$ cat config.mk
export PLATFORM = sky130hd
export DESIGN_NAME = kvs_ram
export DESIGN_NICKNAME = d
export VERILOG_FILES = /design/src/rtl/kvs_pkg.sv /design/src/rtl/kvs_ram.sv
export SDC_FILE = /design/constraint.sdc
export NUM_CORES = 2
export LEC_CHECK = 0
export BUFFER_PORTS_ARGS = -buffer_cell sky130_fd_sc_hd__buf_2
export CORE_MARGIN = 2
export CORE_UTILIZATION = 57
export CTS_BUF_LIST = sky130_fd_sc_hd__clkbuf_16
export DETAILED_ROUTE_END_ITERATION = 8
export GPL_TIMING_DRIVEN = 1
export HOLD_SLACK_MARGIN = 0.02
export PLACE_DENSITY = 0.76
export SLEW_MARGIN = 20
export SYNTH_ARGS = -nofsm -noshare
export SYNTH_HDL_FRONTEND = slang
export SYNTH_SLANG_ARGS = --single-unit
export TNS_END_PERCENT = 50
$ cat constraint.sdc
create_clock -name clk -period 2.6 [get_ports clk]
set_input_delay 0.26 -clock clk [delete_from_list [all_inputs] [get_ports clk]]
set_output_delay 0.26 -clock clk [all_outputs]
set_load 0.05 [all_outputs]
$ cat src/rtl/kvs_pkg.sv
// ----------------------------------------------------------------------------
// kvs_pkg: shared types and constants for the keyframe vector sampler
// Holds the table geometry, the value and fraction widths, the command codes
// and the xyz vector type.
// ----------------------------------------------------------------------------
package kvs_pkg;

	localparam int MAX_KEYS   = 256;
	localparam int KEY_BITS   = $clog2(MAX_KEYS);
	localparam int COUNT_BITS = KEY_BITS + 1;
	localparam int TIME_BITS  = 16;
	localparam int VALUE_BITS = 32;
	localparam int FRAC_BITS  = 16;
	localparam int DIFF_BITS  = VALUE_BITS + 1;
	localparam int PROD_BITS  = DIFF_BITS + FRAC_BITS + 1;
	localparam int STEP_BITS  = $clog2(FRAC_BITS);

	localparam logic CMD_LOAD   = 1'b0;
	localparam logic CMD_SAMPLE = 1'b1;

	typedef logic signed [VALUE_BITS-1:0] value_t;

	typedef struct packed {
		value_t x;
		value_t y;
		value_t z;
	} vec3_t;

	localparam int VEC_BITS = $bits(vec3_t);

	typedef enum logic [1:0] {
		COMP_X,
		COMP_Y,
		COMP_Z
	} comp_t;

	function automatic value_t get_comp(vec3_t v, comp_t c);
		value_t r;
		case (c)
			COMP_X:  r = v.x;
			COMP_Y:  r = v.y;
			COMP_Z:  r = v.z;
			default: r = v.x;
		endcase
		return r;
	endfunction

endpackage

$ cat src/rtl/kvs_ram.sv
// ----------------------------------------------------------------------------
// kvs_ram: keyframe table memory
// One write port and one read port, read data registered.
// ----------------------------------------------------------------------------
module kvs_ram import kvs_pkg::*; #(
	parameter int WIDTH = 16
) (
	input  logic                clk,
	input  logic                we,
	input  logic [KEY_BITS-1:0] waddr,
	input  logic [WIDTH-1:0]    wdata,
	input  logic [KEY_BITS-1:0] raddr,
	output logic [WIDTH-1:0]    rdata
);

	logic [WIDTH-1:0] mem [MAX_KEYS];

	always_ff @(posedge clk) begin
		if (we) begin
			mem[waddr] <= wdata;
		end
	end

	always_ff @(posedge clk) begin
		rdata <= mem[raddr];
	end

endmodule

# --- Word level (Yosys, flattened, before mapping) ---
# Memories as Yosys holds them, arrays and structs flattened. A register that Yosys moved wholly into a read port is not among the register bits.
# Index checks and enable logic that the tools add are counted.
op_classes:
  n_mux: 2
ops:
  columns: ["operator", "n"]
  rows:
  - ["2-to-1 mux 1 bit", 2]
totals:
  regBits: 0
  ramBits: 4096
  input_bits: 34
  output_inout_bits: 16
  elab_cells: 3
  mem_count: 1
memory_table:
  columns: ["memory", "words", "word_bits", "rd", "rd_clocked_by_memory_dff", "wr", "line", "text"]
  rows:
  - ["mem", 256, 16, 1, 1, 1, "kvs_ram.sv:16", "logic [WIDTH-1:0] mem [MAX_KEYS];"]

# --- Longest topological paths before layout ---
depth:
  depth_word: 2
  mapped_depth: 12
  depth_no_buf: 6

# --- Worst setup path before layout ---
# No wires, ideal clock.
synth_timing:
  path_kind: "input-to-reg"
  from: "in waddr[3]"
  to: "mem mem[235][0] (enable)"
  setup_ps: 388
  arrival_time_ps: 2037
  t_required_ps: 2212
  setup_slack_ps: 175
  stages: 6
  path_buffers: 3
  cell_sequence: "clkbuf_1 nor2b_1 clkbuf_1 nand4_1 clkbuf_1 nor2_1"
synth_rtl:
  columns: ["element", "line", "text"]
  rows:
  - ["start, declared", "kvs_ram.sv:10", "input logic [KEY_BITS-1:0] waddr,"]
  - ["end, declared", "kvs_ram.sv:16", null]
# Straight into the memory's write port.

==> results by group <==
Timing
  • Final WS setup: -0.0923 ns
  • Max Slew Vio Count: 0
  • Minimum clock period: roughly 2.7 ns
  • Fin crit share: 1.04
  • Clk_skew: between 0.07 and 0.08 ns
  • Slew @ Worst Pin: 1.27 ns
  • Final number of setup-violating endpoints: 4
  • Hold Slack: 0.132 ns
  • Unrepaired setup endpoints after global routing: yes
  • Achievable Freq: 371 MHz
  • Hold Fails Final Rpt: 0
  • Slew headroom: 0.150

Power
  • Max VDD drop: roughly 0.60 mV
  • Switching power: a little over 0.03 W
  • Flop pwr share: 0.530
  • Power Internal: 0.108 W
  • Sw Share: 0.220
  • Clock power frac: 0.412
  • Cell Pwr Density: 747 nW/um^2
  • Leak: 60.6 nW
  • Comb power frac: 0.058

Global routing
  • Global-route wire length before repair: approximately 610000 um
  • Tot GR Track Use: 0.302
  • Initial antenna violation count: 25
  • GR Overflow Total: 0
  • Vias in the first global route: between 80000 and 90000
  • Largest net degree at the start of global routing: 109

Synth
  • Synth cell types: 52
  • Yosys Warn Count: 0
  • Top post-synthesis cells by area: edfxtp_1, mux4_2, mux2i_1, o221ai_1, nor2_1
  • Synthesized area per cell: 21.6 sq um
  • Primary FF master, synth: edfxtp_1
  • Synth top cells by count: edfxtp_1, mux4_2, mux2i_1
  • Synth top area share: 0.775
  • Seq/Total Area, Yosys: 0.777
  • Flops & latches, synth: between 4000 and 5000
  • EDFF count, synth: 4096
  • Post-Syn Instances: 7360
  • Dominant cell type by area after synthesis: edfxtp_1
  • Async set-reset flop share out of synthesis: 0
  • Net count after synthesis: 7394
  • Most frequent cell after synthesis: edfxtp_1
  • Mapped Area: ~160000 sq um

Floorplanning
  • Core area: ~280000 sq um
  • Die width: 532 um
  • Top Ports: 50
  • Starting Density: 0.574
  • Row count: 193
  • Die area: ~280000 sq um
  • Die H: around 530 um

Cells and area
  • Filler instances: 16700
  • Post-route insts no fill: 12500
  • Multi-input gate area: about 33000 sq um
  • Layout cell share with drive strength beyond 1: 0.301
  • Net count, final: 8470
  • Register Area: 123000 sq um
  • Area growth syn-to-layout: 16.5%

Placement
  • I/O Buffers: 49
  • Placed cell count: 11700
  • DP Wirelength: roughly 260000 um
  • Placement Setup Slack: -1.22 ns
  • GP Congestion: 0.957

Worst setup path
  • Bufs and invs on worst path: 1
  • Worst-path cell chain: mux4_2 > mux4_2 > a22o_4 > o32ai_4 > buf_6 > nor4_4
  • Reg2Reg Depth: 6
  • Crit path launch type: flop
  • CP max-delay cell: mux4_2
  • CP Capture Type: flop
  • Crit path depth: 6
  • CP delay by family, top: multiplexers
  • Slowest cell delay on critical path: 0.56 ns
  • WP data required: 3.45 ns
  • Critical path class: flop to flop
  • Most frequent CP cell: mux4_2
  • Crit-path max FO: 1
  • Critical Path AT: 3.54 ns

Flow run
  • Max cap viols: 0

Outcome
  • Status: finished with violations
  • Failing checks: setup timing

Clocking
  • Clock Pin Slew Worst Setup and Hold Paths: 0.06 ns
  • H-Tree Depth: 5
  • Max Buffers Root-to-Sink: 4
  • Clock latency on the worst-skew pair: 0.99 ns
  • # clock sinks: slightly above 4000
  • CTS tree: done
  • Setup repair bufs after CTS: 0
  • Cts bufs inserted: 400
  • Clock Tree Root: clkbuf_16

Route
  • Drt initial violations: between 10000 and 15000
  • WL/cell: 34.5 um
  • Routed vias: roughly 85000
  • DRC errors left: 0
  • Final ANT Viol Nets: 0
  • DR pass1 iterations: 6
  • Routed Wire Length: 431000 um
  • Via density: 6.77

Hold path
  • Worst Hold Class: input pin to flop
  • Worst Hold Path Cells: 4
[worst min-delay path, cell delays in order]
cell and delay, ns:
buf_2 0.16, nand3_1 0.19, nor2_1 0.06, buf_4 0.22
[cells in the final DEF, fill, tap and decap left out, types with 23 or more instances in the layout]
| master | instances |
|---|---|
| edfxtp_1 | 4096 |
| clkbuf_16 | 400 |
| nand3_1 | 26 |
| bufinv_16 | 34 |
| buf_12 | 175 |
| mux2_2 | 87 |
| clkinv_1 | 79 |
| mux2i_1 | 565 |
| inv_1 | 90 |
| nor2_1 | 281 |
| clkinv_2 | 72 |
| a221oi_1 | 24 |
| o21ai_0 | 36 |
| buf_2 | 29 |
| a21oi_1 | 175 |
| a22o_1 | 28 |
| a22oi_1 | 38 |
| buf_4 | 881 |
| nand4_1 | 26 |
| o22ai_1 | 146 |
| nor3_1 | 86 |
| o221ai_1 | 251 |
| nand2_1 | 38 |
| nor2_2 | 23 |
| mux4_2 | 797 |
[sequential cells by signal, indices dropped and copies added, names as in the netlist]
register  count
mem        4096
rdata        16
[power by group through the flow]
stage               Combinational (W)  Clock, W  Sequential (W)
floorplan                     0.00360         0          0.0747
global placement              0.00753         0          0.0746
detailed placement            0.00772         0          0.0746
CTS                           0.00787    0.0571          0.0732
global route                  0.00826    0.0596          0.0732
finish                        0.00803    0.0568          0.0732
[per-stage QoR]
stage	utilization	cell area, sq um	power [W]	TNS, ns
finish	0.668	185000	0.138	-0.183
global placement	0.620	171000	0.0822	-14.08
floorplan	-	159000	0.0783	0
detailed placement	0.620	171000	0.0823	-13.00
global route	0.668	185000	0.141	-0.0191
CTS	0.667	185000	0.138	-0.0957
[final timing paths]
check | from | endpoint | slack (ns)
max | mem[30][14] | rdata[14] | -0.09
min | waddr[1] | mem[171][13] | 0.13
max reg2reg | mem[30][14] | rdata[14] | -0.09
min reg2reg | mem[120][0] | rdata[0] | 1.12
[logic make-up (layout without fill, tap and decap cells)]
| kind of cell | after synthesis | count (layout) | synth area share |
|---|---|---|---|
| flip-flops | 4112 | 4112 | 0.777 |
| multiplexers | 1450 | 1450 | 0.155 |
| AO/OA/AOI/OAI | 786 | 786 | 0.0354 |
| AND/OR/NAND/NOR | 556 | 556 | 0.0157 |
| buffers and inverters | 456 | 1856 | 0.0169 |
| other | 0 | 22 | 0 |
[layout make-up]
class                      count  share of cell area
multi-input combinational   2792               0.179
antenna                       22            0.000298
clock buffer                 400              0.0541
tap                         3705              0.0251
inverter                       4            0.000149
sequential                  4112               0.667
timing repair buffer        1126              0.0586
clock inverter               326              0.0158
[routing by layer]
layer  vias to the layer above  wire (um)  track usage
li1                      33500          -            -
met2                      6378     205000        0.473
met1                     43700     150000        0.413
met5                         -         91            0
met3                       936      54500       0.0676
met4                        12      20800        0.133
[repair_timing]
action / 4_1_cts / 5_1_grt
endpoints found under the hold margin: 1847 / 0
pin swaps: 5 / 9
gates resized for setup: 23 / 24
cloned: 0 / 0
endpoints found under the setup margin: 11 / 9
hold buffers: 16 / 0
No activity file was read; power rests on OpenSTA's default activity.
