$ cat config.mk
export PLATFORM = sky130hd
export DESIGN_NAME = kvs_lerp
export DESIGN_NICKNAME = d
export VERILOG_FILES = /design/src/rtl/kvs_pkg.sv /design/src/rtl/kvs_lerp.sv
export SDC_FILE = /design/constraint.sdc
export NUM_CORES = 2
export LEC_CHECK = 0
export BUFFER_PORTS_ARGS = -buffer_cell sky130_fd_sc_hd__buf_2
export CAP_MARGIN = 20
export CORE_UTILIZATION = 51
export DETAILED_ROUTE_END_ITERATION = 8
export PLACE_DENSITY = 0.77
export SYNTH_ARGS = -nofsm -noshare
export SYNTH_HDL_FRONTEND = slang
export SYNTH_SLANG_ARGS = --single-unit
$ cat constraint.sdc
create_clock -name clk -period 10.46 [get_ports clk]
set_input_delay 0 -clock clk [delete_from_list [all_inputs] [get_ports clk]]
set_output_delay 0 -clock clk [all_outputs]
set_load 0.05 [all_outputs]
$ cat src/rtl/kvs_pkg.sv
// ----------------------------------------------------------------------------
// kvs_pkg: shared types and constants for the keyframe vector sampler
// Holds the table geometry, the value and fraction widths, the command codes
// and the xyz vector type.
// ----------------------------------------------------------------------------
package kvs_pkg;

	localparam int MAX_KEYS   = 256;
	localparam int KEY_BITS   = $clog2(MAX_KEYS);
	localparam int COUNT_BITS = KEY_BITS + 1;
	localparam int TIME_BITS  = 16;
	localparam int VALUE_BITS = 32;
	localparam int FRAC_BITS  = 16;
	localparam int DIFF_BITS  = VALUE_BITS + 1;
	localparam int PROD_BITS  = DIFF_BITS + FRAC_BITS + 1;
	localparam int STEP_BITS  = $clog2(FRAC_BITS);

	localparam logic CMD_LOAD   = 1'b0;
	localparam logic CMD_SAMPLE = 1'b1;

	typedef logic signed [VALUE_BITS-1:0] value_t;

	typedef struct packed {
		value_t x;
		value_t y;
		value_t z;
	} vec3_t;

	localparam int VEC_BITS = $bits(vec3_t);

	typedef enum logic [1:0] {
		COMP_X,
		COMP_Y,
		COMP_Z
	} comp_t;

	function automatic value_t get_comp(vec3_t v, comp_t c);
		value_t r;
		case (c)
			COMP_X:  r = v.x;
			COMP_Y:  r = v.y;
			COMP_Z:  r = v.z;
			default: r = v.x;
		endcase
		return r;
	endfunction

endpackage

$ cat src/rtl/kvs_lerp.sv
// ----------------------------------------------------------------------------
// kvs_lerp: shared linear interpolation unit
// Runs x, y and z through one subtract, multiply and add pipeline in turn.
// ----------------------------------------------------------------------------
module kvs_lerp import kvs_pkg::*; (
	input  logic                 clk,
	input  logic                 arst_n,
	input  logic                 start,
	input  logic [FRAC_BITS-1:0] frac,
	input  vec3_t                a,
	input  vec3_t                b,
	output logic                 done,
	output vec3_t                res
);

	logic                        active_q;
	comp_t                       cnt_q;
	logic [FRAC_BITS-1:0]        frac_q;
	logic                        v_s1;
	comp_t                       idx_s1;
	logic signed [DIFF_BITS-1:0] d_s1;
	logic                        v_s2;
	comp_t                       idx_s2;
	logic signed [PROD_BITS-1:0] prod_s2;
	logic                        done_q;
	vec3_t                       res_q;
	value_t                      a_sel;
	value_t                      b_sel;
	value_t                      sum;

	assign a_sel = get_comp(a, cnt_q);
	assign b_sel = get_comp(b, cnt_q);
	// Bits above the shift give the floored product, wrapped to the value width.
	assign sum = get_comp(a, idx_s2) + prod_s2[FRAC_BITS +: VALUE_BITS];

	always_ff @(posedge clk or negedge arst_n) begin
		if (!arst_n) begin
			active_q <= 1'b0;
			cnt_q    <= COMP_X;
			v_s1     <= 1'b0;
			v_s2     <= 1'b0;
			done_q   <= 1'b0;
		end else begin
			v_s1   <= active_q;
			v_s2   <= v_s1;
			done_q <= v_s2 && (idx_s2 == COMP_Z);
			if (start) begin
				active_q <= 1'b1;
				cnt_q    <= COMP_X;
			end else if (active_q) begin
				case (cnt_q)
					COMP_X:  cnt_q <= COMP_Y;
					COMP_Y:  cnt_q <= COMP_Z;
					default: active_q <= 1'b0;
				endcase
			end
		end
	end

	always_ff @(posedge clk) begin
		if (start) begin
			frac_q <= frac;
		end
		idx_s1  <= cnt_q;
		d_s1    <= {b_sel[VALUE_BITS-1], b_sel} - {a_sel[VALUE_BITS-1], a_sel};
		idx_s2  <= idx_s1;
		prod_s2 <= d_s1 * $signed({1'b0, frac_q});
		if (v_s2) begin
			case (idx_s2)
				COMP_X:  res_q.x <= sum;
				COMP_Y:  res_q.y <= sum;
				COMP_Z:  res_q.z <= sum;
				default: res_q.x <= sum;
			endcase
		end
	end

	assign done = done_q;
	assign res  = res_q;

endmodule

Word level (Yosys, flattened, before mapping)
Cells that the tools add are included.

storage, ports and cells
  register bits after elaboration = 203
  input bits = 211
  logic and storage cells = 40
  output and inout bits = 97

operators by class
  multipliers = 1
  muxes and demuxes = 9
  equal/unequal tests = 4
  add/subtract/negate cells = 2
  reduce and logical (&&, ||, !) cells = 10
  bitwise gates (word level) = 1

operator list
  cell                number
  $pmux 32 s2         3
  $mul 33x17->48      1
  $sub 32x32->33      1
  $add 32x32->32      1
  $reduce_and 2->1    4
  $eq 2x1->1 const B  2
  $eq 2x2->1 const B  2
  $mux 2              2
  $pmux 2 s2          1
  $reduce_or 2->1     2
  $mux 1              3
  $reduce_bool 3->1   1
  $logic_not 2->1     1
  $reduce_bool 2->1   1
  $logic_and 1x1->1   1
  $not 1->1           1

Depth between registers and ports, before layout
  word-level depth = 5
  depth in mapped cells = 24
  mapped depth without buffers = 23

Worst setup path after synthesis
No wires, ideal clock.

  path kind = register to register
  start point = reg frac_q[10]
  end point = reg prod_s2[40]
  clock period less this slack = 6214 ps
  library setup time = 72 ps
  path buffers = 2
  cell stages (with the launch flop) = 25
  arrival time = 6142 ps
  path slack = 4246 ps
  path through = edfxtp_1 -> clkbuf_1 -> clkbuf_1 -> nand2_1 -> fa_1 -> inv_1 -> fa_1 -> inv_1 -> fa_1 -> inv_1 -> fa_1 -> fa_1 -> inv_1 -> fa_1 -> inv_1 -> ha_1 -> and3_4 -> a221o_1 -> a31o_1 -> a311oi_2 -> o21ba_2 -> o41ai_2 -> a221o_1 -> a21oi_2 -> xnor2_1

on the way
  longest elaborated chain between the ends = 1

RTL lines
  item                      RTL line        RTL
  start: declaration        kvs_lerp.sv:18  logic [FRAC_BITS-1:0] frac_q;
  start signal: assignment  kvs_lerp.sv:62  frac_q <= frac;
  $mul 33x17->48            kvs_lerp.sv:67  prod_s2 <= d_s1 * $signed({1'b0, frac_q});
  end signal: assignment    kvs_lerp.sv:67
  end: declaration          kvs_lerp.sv:24  logic signed [PROD_BITS-1:0] prod_s2;

No other way between the ends.
A chain may end at the register's enable or synchronous reset.

Worst setup path in the final report
  start point = reg frac_q[6]
  end point = reg prod_s2[46]

The elaborated chain is that of the path after synthesis.

==> impl_metrics.py <==
metrics = {
    "drt": {
        "first_iter_violations": 1636,
        "finalWirelength_mm": 73.9,
        "post_drt_wl_per_cell_um": 19.1,
        "detail-route-antenna-nets": 0,
        "drc": 16,
        "vias": 21451,
        "via_per_inst": 5.54,
        "dr.pass1.iters": 7,
    },
    "clock_network": {
        "cts_setup_buffers": 0,
        "cts_root_buffer": "clkbuf_16",
        "cts_htree_levels": 4,
        "insertion_delay_ns": 0.49,
        "cts_buffers": 17,
        "cts.sinks": 187,
        "cts_buffer_depth": 2,
        "cts_resized": 0,
        "clkTransAtPathRegs_ns": 0.07,
        "cts_hold_buffers": 18,
        "cts_tree": "done",
    },
    "yosys": {
        "syn_inst": 2931,
        "synthesis.area_sq_um": 27300,
        "synth_top_flop_cell": "edfxtp_1",
        "synth_seq_cells": 187,
        "netlist-cell-type-count": 61,
        "syn_nets": 3813,
        "ys_top_cells_by_area": "fa_1 (36%), edfxtp_1 (12%), ha_1 (8.2%), inv_1 (7.9%), nand2_1 (5.5%)",
        "yosysWarnings": 0,
        "async_flop_share_pct": 3.21,
        "postSynthAreaPerCell_sq_um": 9.32,
        "synth_edf_count": 112,
        "ys_seq_area_share_pct": 17.9,
        "synth_top_area_share_pct": 36.0,
        "synth_top_cell_by_area": "fa_1",
    },
    "die": {
        "ioPinCount": 308,
        "chipHeight_um": 233,
        "initial_core_util_pct": 51.8,
        "num_rows": 84,
        "die_area_sq_um": 54500,
        "core_sq_um": 52800,
        "die_x_um": 233,
    },
    "critical_path": {
        "arrival_ns": 8.19,
        "cp_max_fo": 33,
        "worst_setup_path_start_kind": "register",
        "critPathKind": "register to register",
        "crit_required_ns": 10.83,
        "endpoint_kind": "register",
    },
    "sta": {
        "rsz0062_at_grt": "false",
        "setup_tns_ns": 0,
        "fmax_mhz": 128,
        "fin_crit_sh_pct": 74.7,
        "final-max-slew-violation-count": 0,
        "hold_viol_final": 0,
        "relSlewSlack_pct": 21.8,
        "setup_viol": 0,
        "period_minus_slack_ns": 7.82,
        "tightest_slew_ns": 1.14,
        "finalWorstSetupSlack_ns": 2.64,
        "finClkSkew_ns": 0.0194,
    },
    "run_status": {
        "failed_checks": "DRC",
        "status": "finished with violations",
    },
    "global_routing": {
        "grt_pass1_wl_mm": 117,
        "grt_start_max_net_pins": 83,
        "antenna_found_initial": 1,
        "grt_use_total_pct": 28.3,
        "grt_pass1_vias": 22101,
        "grt_overflow": 0,
    },
    "job": {
        "drv_cap": 0,
    },
    "layout": {
        "n_fill_cell": 4631,
        "mostFrequentLayoutCells": "inv_1 (576), fa_1 (491), nand2_1 (402)",
        "layout_commonest_cell": "inv_1",
        "drive_gt1_share_pct": 11.9,
        "final_nets": 4049,
        "area_delta_synth_final_pct": 10.5,
    },
    "place": {
        "portBuffers": 307,
        "hpwl_mm": 57.3,
        "globalplace.congestion": 0.921,
        "pre_cts_slack_ns": 2.98,
    },
    "hold_path": {
        "hold_path.class": "input pin to register",
    },
}
## cell type report
class	instances	area (sq um)	share of cell area, %
Tap cell	688	861	2.85
Inverter	576	2160	7.17
Multi-Input combinational cell	2038	19800	65.6
Antenna cell	2	5.00	0.0166
Sequential cell	187	4890	16.2
Timing Repair Buffer	347	1900	6.30
Clock inverter	14	130	0.431
Clock buffer	18	429	1.42
## sequential cells by signal (all words and copies together), names as in the netlist, 2 cells and up
signal,count
idx_s2,2
res,96
d_s1,33
cnt_q,2
idx_s1,2
frac_q,16
prod_s2,32
## per-stage QoR
stage	util (%)	cell area, sq um	instances	hold WS [ns]
6_report	57.2	30200	3870	0.0319
5_1_grt	57.2	30200	3868	0.0465
4_1_cts	57.2	30200	3868	0.0157
3_5_place_dp	55.8	29400	3818	-0.162
3_3_place_gp	55.7	29400	3817	-0.163
2_1_floorplan	-	27300	2931	-0.296
## cell usage after synthesis, types with 69 or more instances
cell type  number
a21oi_1       113
a22oi_1        99
and2_1        236
clkbuf_1      121
dfxtp_1        69
edfxtp_1      112
fa_1          491
ha_1          180
inv_1         576
nand2_1       402
nor2_1         79
o21ai_0        94
xnor2_1        69
## final timing paths
kind,startpoint,endpoint,slack [ns],cells past startpoint
max,frac_q[6],prod_s2[46],2.64,22
min,start,cnt_q[1],0.03,2
max reg2reg,frac_q[6],prod_s2[46],2.64,22
min reg2reg,idx_s1[0],idx_s2[0],0.33,0
max in group asynchronous,arst_n,cnt_q[0],9.79,3
min in group asynchronous,arst_n,done,0.45,3
## worst max-delay path, stage by stage (launching register included)
cell and delay (ns):
edfxtp_1 1.06, and2_1 0.26, fa_1 0.41, inv_1 0.09
fa_1 0.44, fa_1 0.52, inv_1 0.06, fa_1 0.50
fa_1 0.49, inv_1 0.05, fa_1 0.48, inv_1 0.04
ha_1 0.39, a21o_1 0.20, a21o_1 0.17, a21oi_1 0.41
nand2_1 0.12, a2111oi_0 0.98, buf_4 0.26, o31ai_1 0.18
a31oi_1 0.31, o21bai_1 0.11, xor2_1 0.15
## cells by family after synthesis
| family | Yosys count | synth area share (%) |
|---|---|---|
| buf+inv | 706 | 9.70 |
| xor+xnor | 101 | 3.24 |
| mux | 2 | 0.0779 |
| simple gates | 792 | 13.7 |
| fa+ha+maj | 671 | 44.2 |
| flops | 187 | 17.9 |
| compound gates | 472 | 11.1 |
## layer usage
metal	share of wire (%)	vias to the layer above	GRT usage [%]
met5	0.018	-	0
met4	3.4	2	10.6
met3	7.2	176	4.60
met2	50	903	48.1
met1	39	10712	36.1
li1	-	9658	-
Power is left out: the tool's default activity adds up to more than one toggle a clock period on the data nets, which glitch-free logic cannot reach.
