## src/rtl/kvs_pkg.sv

```systemverilog
// ----------------------------------------------------------------------------
// kvs_pkg: shared types and constants for the keyframe vector sampler
// Holds the table geometry, the value and fraction widths, the command codes
// and the xyz vector type.
// ----------------------------------------------------------------------------
package kvs_pkg;

	localparam int MAX_KEYS   = 256;
	localparam int KEY_BITS   = $clog2(MAX_KEYS);
	localparam int COUNT_BITS = KEY_BITS + 1;
	localparam int TIME_BITS  = 16;
	localparam int VALUE_BITS = 32;
	localparam int FRAC_BITS  = 16;
	localparam int DIFF_BITS  = VALUE_BITS + 1;
	localparam int PROD_BITS  = DIFF_BITS + FRAC_BITS + 1;
	localparam int STEP_BITS  = $clog2(FRAC_BITS);

	localparam logic CMD_LOAD   = 1'b0;
	localparam logic CMD_SAMPLE = 1'b1;

	typedef logic signed [VALUE_BITS-1:0] value_t;

	typedef struct packed {
		value_t x;
		value_t y;
		value_t z;
	} vec3_t;

	localparam int VEC_BITS = $bits(vec3_t);

	typedef enum logic [1:0] {
		COMP_X,
		COMP_Y,
		COMP_Z
	} comp_t;

	function automatic value_t get_comp(vec3_t v, comp_t c);
		value_t r;
		case (c)
			COMP_X:  r = v.x;
			COMP_Y:  r = v.y;
			COMP_Z:  r = v.z;
			default: r = v.x;
		endcase
		return r;
	endfunction

endpackage

```

## src/rtl/kvs_div.sv

```systemverilog
// ----------------------------------------------------------------------------
// kvs_div: serial fraction divider
// Computes (num << 16) / den for num < den, one quotient bit per cycle.
// ----------------------------------------------------------------------------
module kvs_div import kvs_pkg::*; (
	input  logic                 clk,
	input  logic                 arst_n,
	input  logic                 start,
	input  logic [TIME_BITS-1:0] num,
	input  logic [TIME_BITS-1:0] den,
	output logic                 done,
	output logic [FRAC_BITS-1:0] quot
);

	logic                 busy_q;
	logic                 done_q;
	logic [STEP_BITS-1:0] step_q;
	logic [TIME_BITS-1:0] rem_q;
	logic [TIME_BITS-1:0] den_q;
	logic [FRAC_BITS-1:0] quot_q;
	logic [TIME_BITS:0]   rem_dbl;
	logic                 ge;

	// The remainder stays below den, so doubling it needs one extra bit only.
	assign rem_dbl = {rem_q, 1'b0};
	assign ge      = rem_dbl >= {1'b0, den_q};

	always_ff @(posedge clk or negedge arst_n) begin
		if (!arst_n) begin
			busy_q <= 1'b0;
			done_q <= 1'b0;
			step_q <= '0;
		end else begin
			done_q <= busy_q && !start && (step_q == '0);
			if (start) begin
				busy_q <= 1'b1;
				step_q <= STEP_BITS'(FRAC_BITS - 1);
			end else if (busy_q) begin
				step_q <= step_q - 1'b1;
				if (step_q == '0) begin
					busy_q <= 1'b0;
				end
			end
		end
	end

	always_ff @(posedge clk) begin
		if (start) begin
			rem_q  <= num;
			den_q  <= den;
			quot_q <= '0;
		end else if (busy_q) begin
			quot_q <= {quot_q[FRAC_BITS-2:0], ge};
			if (ge) begin
				rem_q <= TIME_BITS'(rem_dbl - {1'b0, den_q});
			end else begin
				rem_q <= rem_dbl[TIME_BITS-1:0];
			end
		end
	end

	assign done = done_q;
	assign quot = quot_q;

endmodule

```

## config.mk

```make
export PLATFORM = sky130hd
export DESIGN_NAME = kvs_div
export DESIGN_NICKNAME = d
export VERILOG_FILES = /design/src/rtl/kvs_pkg.sv /design/src/rtl/kvs_div.sv
export SDC_FILE = /design/constraint.sdc
export NUM_CORES = 1
export LEC_CHECK = 0
export BUFFER_PORTS_ARGS = -buffer_cell sky130_fd_sc_hd__buf_2
export CORE_ASPECT_RATIO = 0.7
export CORE_MARGIN = 4
export CORE_UTILIZATION = 45
export CTS_BUF_LIST = sky130_fd_sc_hd__clkbuf_2
export DETAILED_ROUTE_END_ITERATION = 7
export GPL_TIMING_DRIVEN = 0
export PLACE_DENSITY = 0.66
export SYNTH_ARGS = -nofsm -noshare
export SYNTH_HDL_FRONTEND = slang
export SYNTH_SLANG_ARGS = --single-unit
```

## constraint.sdc

```tcl
create_clock -name clk -period 3.05 [get_ports clk]
set_input_delay 0.7625 -clock clk [delete_from_list [all_inputs] [get_ports clk]]
set_output_delay 0.7625 -clock clk [all_outputs]
set_load 0.01 [all_outputs]
```

Word level (Yosys, flattened, before mapping)
Index checks and enable logic that the tools add are counted.

Register bits after elaboration: 54. Input bits: 35. Output and inout bits: 17. Logic and storage cells: 22.

Add/sub/neg operators: 2. Magnitude comparators: 1. Multiplexer cells: 8. Reductions and logical operators: 5.

Operators by type and width (count): 16-bit two-way mux (3); 17-bit by 16-bit greater-or-equal comparator with 1-bit output (1); 16-bit subtractor (1); 4-bit two-way mux (2); 4-bit logical NOT (1); 4-bit by 1-bit subtractor with 4-bit output (second input constant) (1); 1-bit two-way mux (3); 1-bit logical AND (2); 2-bit nonzero test (1); 1-bit logical NOT (1).

Longest topological paths before layout
Depth in word-level cells: 4. Depth in mapped cells: 12. Mapped depth without buffers: 10.

Worst setup path after synthesis
No wires, ideal clock.

Kind: reg2reg. Start point: reg rem_q[1]. End point: reg rem_q[14] (data pin). Library setup time: 268 ps. Data arrival time: 2170 ps. Data required time: 2782 ps. Path slack: 612 ps. Cell stages (with the launch flop): 9. Path buffers: 0. Clock period less this slack: 2438 ps. Cell sequence: edfxtp_1 -> ha_1 -> nor2b_1 -> o31a_1 -> or2_2 -> a211oi_2 -> nor3_1 -> a2111oi_1 -> o31ai_1.

Longest elaborated chain between the ends: 4. Elaborated cells between the ends (all ways): 5. Classes of those cells: 1 x add/sub; 1 x order compare; 3 x mux.

RTL lines: from (decl) (line kvs_div.sv:18) `logic [TIME_BITS-1:0] rem_q;`; from (signal assigned) (line kvs_div.sv:49) `rem_q <= num;`; from (signal assigned) (line kvs_div.sv:55) `rem_q <= TIME_BITS'(rem_dbl - {1'b0, den_q});`; from (signal assigned) (line kvs_div.sv:57) `rem_q <= rem_dbl[TIME_BITS-1:0];`; 16-bit subtractor / 17-bit by 16-bit greater-or-equal comparator with 1-bit output (equally long branches) (line kvs_div.sv:55, kvs_div.sv:26); 16-bit two-way mux * (line kvs_div.sv:54) `if (ge) begin`; 16-bit two-way mux * (line kvs_div.sv:52) `end else if (busy_q) begin`; 16-bit two-way mux * (line kvs_div.sv:48) `if (start) begin`.

Mark *: on every way between the ends. The rest lies on a longest branch, timed or not. The select of a mux whose other input is x is not followed. A chain may end at the register's enable or synchronous reset.

Worst setup path in the final report
Start point: reg rem_q[11]. End point: reg rem_q[14] (data pin).

The elaborated chain is that of the path after synthesis.

==> run_results.csv <==
group,metric,value,unit
floorplanning,chipWidth,106,um
floorplanning,die_footprint,0.00809,mm2
worst_setup_path,arrival_worst_endpoint,2.99,ns
timing,worst_pin_slew,0.704,ns
timing,achievable-frequency,0.361,GHz
pwr,p_per_area,809,mW/mm2
worst_setup_path,timing.setup.critical_path_class,"reg -> reg",
routing,vias,2172,
final_layout,n_fill_cell,607,
timing,clock_skew,0.0251,ns
floorplanning,placement_rows,24,
synthesis,flops_latches_synth,54,
clocking,clock_insertion_delay_worst_skew,0.45,ns
routing,post_drt_wl_per_cell,15.0,um
clocking,clk_path_buf_depth,2,
final_layout,antenna_cells_inserted,0,
placement,buffer_ports.inserted,51,
routing,drt_iter0_markers,98,
placement,gp_congestion,0.886,
floorplanning,ioPinCount,52,
floorplanning,die_y,76.5,um
global_routing,wire_length_of_the_first_global_routing_pass,10600,um
timing,final.hold.worst_slack,0.0770,ns
final_layout,syn_to_final_growth,14.7,%
timing,final_hold_viol_count,0,
timing,rsz0062_at_grt,"no",
synthesis,ys_async_sr_fraction,0.111,
timing,setup_ws,0.276,ns
floorplanning,core_area,0.00637,mm2
pwr,leakagePower,0.00161,uW
routing,detailedRoute.firstPassIterationCount,4,
pwr,power,2790,uW
synthesis,synth.yosys.seq_area_share,0.475,
worst_setup_path,slowest_delay,0.46,ns
routing,route.detailed.drc,0,
synthesis,synthesis.area,0.00301,mm2
pwr,vdd_ir_drop_max,0.000352,V
synthesis,yosys_warnings,0,
final_layout,final_net_count,386,
timing,slew_viol_final,0,
worst_setup_path,critPathLaunchType,"flop",
timing,period_needed,2.77,ns
final_layout,final_common_cell,"sky130_fd_sc_hd__buf_2",
worst_setup_path,count_of_cells_along_the_worst_register_to_register_path,9,
routing,wirelength,6390,um
global_routing,antenna_violations_before_repair,0,
clocking,post_cts_resize_count,0,
worst_setup_path,required,3.26,ns
final_layout,most-common-layout-cells,"sky130_fd_sc_hd__buf_2 (51), sky130_fd_sc_hd__edfxtp_1 (32), sky130_fd_sc_hd__nor2_1 (23), sky130_fd_sc_hd__inv_1 (20)",
routing,post_route_antenna_net_violation_count,0,
placement,placement.setup.worst_slack,-0.152,ns
clocking,htree_levels,2,
synthesis,dominantRegCellSynth,"sky130_fd_sc_hd__edfxtp_1",
floorplanning,floorplan.initialDensity,0.473,
clocking,cts_tree,"yes",
worst_setup_path,r2r-end,"rem_q[14]$_DFFE_PP_",
worst_setup_path,critical_path.max_fanout,10,
worst_setup_path,reg2reg_setup_slack,0.28,ns
worst_setup_path,r2r-start,"rem_q[11]$_DFFE_PP_",
clocking,count_of_hold_fix_buffers_inserted_at_cts,0,
synthesis,synthDistinctLibCells,54,
global_routing,global_route.overflow_total,0,
worst_setup_path,endpoint_kind,"flop",
worst_hold_path,timing.hold.worst.class,"in -> async",
global_routing,largest_net_degree_at_the_start_of_global_routing,26,
clocking,cts_inserted_buffers,5,
timing,min_period_over_period,0.909,
clocking,cts.root.buffer_cell,"sky130_fd_sc_hd__clkbuf_2",
synthesis,synth_area_per_cell,11.0,um2
timing,timing.final.setup_violations,0,
outcome,status,"completed",
synthesis,synthesis.nets,328,
run,timing.max_cap.violations,0,
global_routing,globalRouteTotalUtil,0.162,
clocking,clock_slew_at_the_register_clock_pins_of_the_worst_setup_and_hold_paths,0.28,ns
synthesis,syn-instance-count,275,
placement,detailed_place_hpwl,4770,um
routing,route.detailed.vias_per_inst,5.11,
final_layout,ratio_of_cells_with_drive_above_1_in_the_final_layout,0.228,
global_routing,vias_in_the_first_global_route,2073,
clocking,cts_post_setup_buffers_inserted,0,
final_layout,fin_util,0.543,
worst_setup_path,cp_cell_sequence,"ha_1, nand2_2, or3_1, o221ai_1, a41oi_1, o41a_1, buf_6, a2111oi_1, o31ai_1",
synthesis,synth-edff-count,32,
clocking,clock_sinks,54,
worst_setup_path,cpMaxStageDelayCell,"sky130_fd_sc_hd__edfxtp_1",
timing,max_slew_margin,0.531,
[critical path: cells and delay by family, from the launching register on]
| kind | cells | cell delay [ns] |
|---|---|---|
| AOI/OAI and AO/OA | 5 | 1.02 |
| adders and majority gates | 1 | 0.40 |
| buffers and inverters | 1 | 0.16 |
| DFF | 1 | 0.46 |
| and+or+nand+nor | 2 | 0.49 |
[synth_stat cells, drive strengths merged (2+ instances only)]
library cell,n,area share
a2111oi,2,0.0083
a211oi,3,0.0091
a21o,6,0.015
a21oi,9,0.015
a221o,7,0.023
a31oi,3,0.0083
and3,2,0.0042
and3b,3,0.0087
buf,6,0.016
clkbuf,7,0.0087
dfrtp,6,0.050
dfxtp,16,0.11
edfxtp,32,0.32
ha,17,0.071
inv,20,0.025
mux2i,17,0.056
nand2,16,0.021
nand2b,5,0.010
nand3,4,0.0066
nand3b,4,0.010
nor2,23,0.029
nor2b,11,0.023
nor3,5,0.013
nor4b,2,0.0058
o21ai,9,0.015
o21bai,4,0.011
o311ai,3,0.016
o31ai,3,0.0075
or2,2,0.0042
xnor2,9,0.026
xor2,5,0.015
[per-stage QoR]
stage	TNS (ns)	area [um2]	std cells
after floorplan	0	3010	275
after global placement	-2.20	3380	417
after global routing	0	3450	425
after detailed placement	-2.41	3380	417
final	0	3450	425
after CTS	0	3450	425
[metal layers]
metal	vias to the layer above	GRT usage	wire, um
li1	1108	-	-
met1	1015	0.255	3440
met2	47	0.223	2600
met3	2	0.0356	330
met4	0	0.0349	25
met5	-	0	0
[power breakdown]
part | switching, uW | internal (uW) | total, uW
logic | 752 | 627 | 1380
clock network | 244 | 145 | 389
registers | 77.7 | 948 | 1030
[how the worst max path moves through the flow]
stage | from | to | slack, ns
floorplan | rem_q[1]$_DFFE_PP_ | rem_q[14]$_DFFE_PP_ | 0.61
global placement | start | rem_q[8]$_DFFE_PP_ | -0.14
detailed placement | start | rem_q[6]$_DFFE_PP_ | -0.15
CTS | rem_q[11]$_DFFE_PP_ | rem_q[14]$_DFFE_PP_ | 0.27
global route | rem_q[11]$_DFFE_PP_ | rem_q[14]$_DFFE_PP_ | 0.12
finish | rem_q[11]$_DFFE_PP_ | rem_q[14]$_DFFE_PP_ | 0.28
[flip-flops by register name (all words and copies together), names as in the netlist]
signal and cells:
done 1, busy_q 1, rem_q 16, den_q 16, quot 16, step_q 4
[cells by family after synthesis]
group                      Yosys count  synth area share
and+or+nand+nor                     81             0.145
AOI/OAI and AO/OA                   57             0.152
DFF                                 54             0.475
buffers and inverters               33            0.0498
muxes                               18            0.0602
adders and majority gates           18            0.0772
xor gates and xnor gates            14            0.0407
[final cells by class]
cell class                 count  area, um2  area share
inverter                      20       75.1      0.0217
buffer                        13       75.1      0.0217
timing repair buffer          51        255      0.0739
tap                           91        114      0.0330
clock inverter                 3       47.5      0.0138
multi-input combinational    188       1430       0.414
clock buffer                   5       25.0     0.00724
sequential                    54       1430       0.414
No activity file was read; power rests on OpenSTA's default activity.
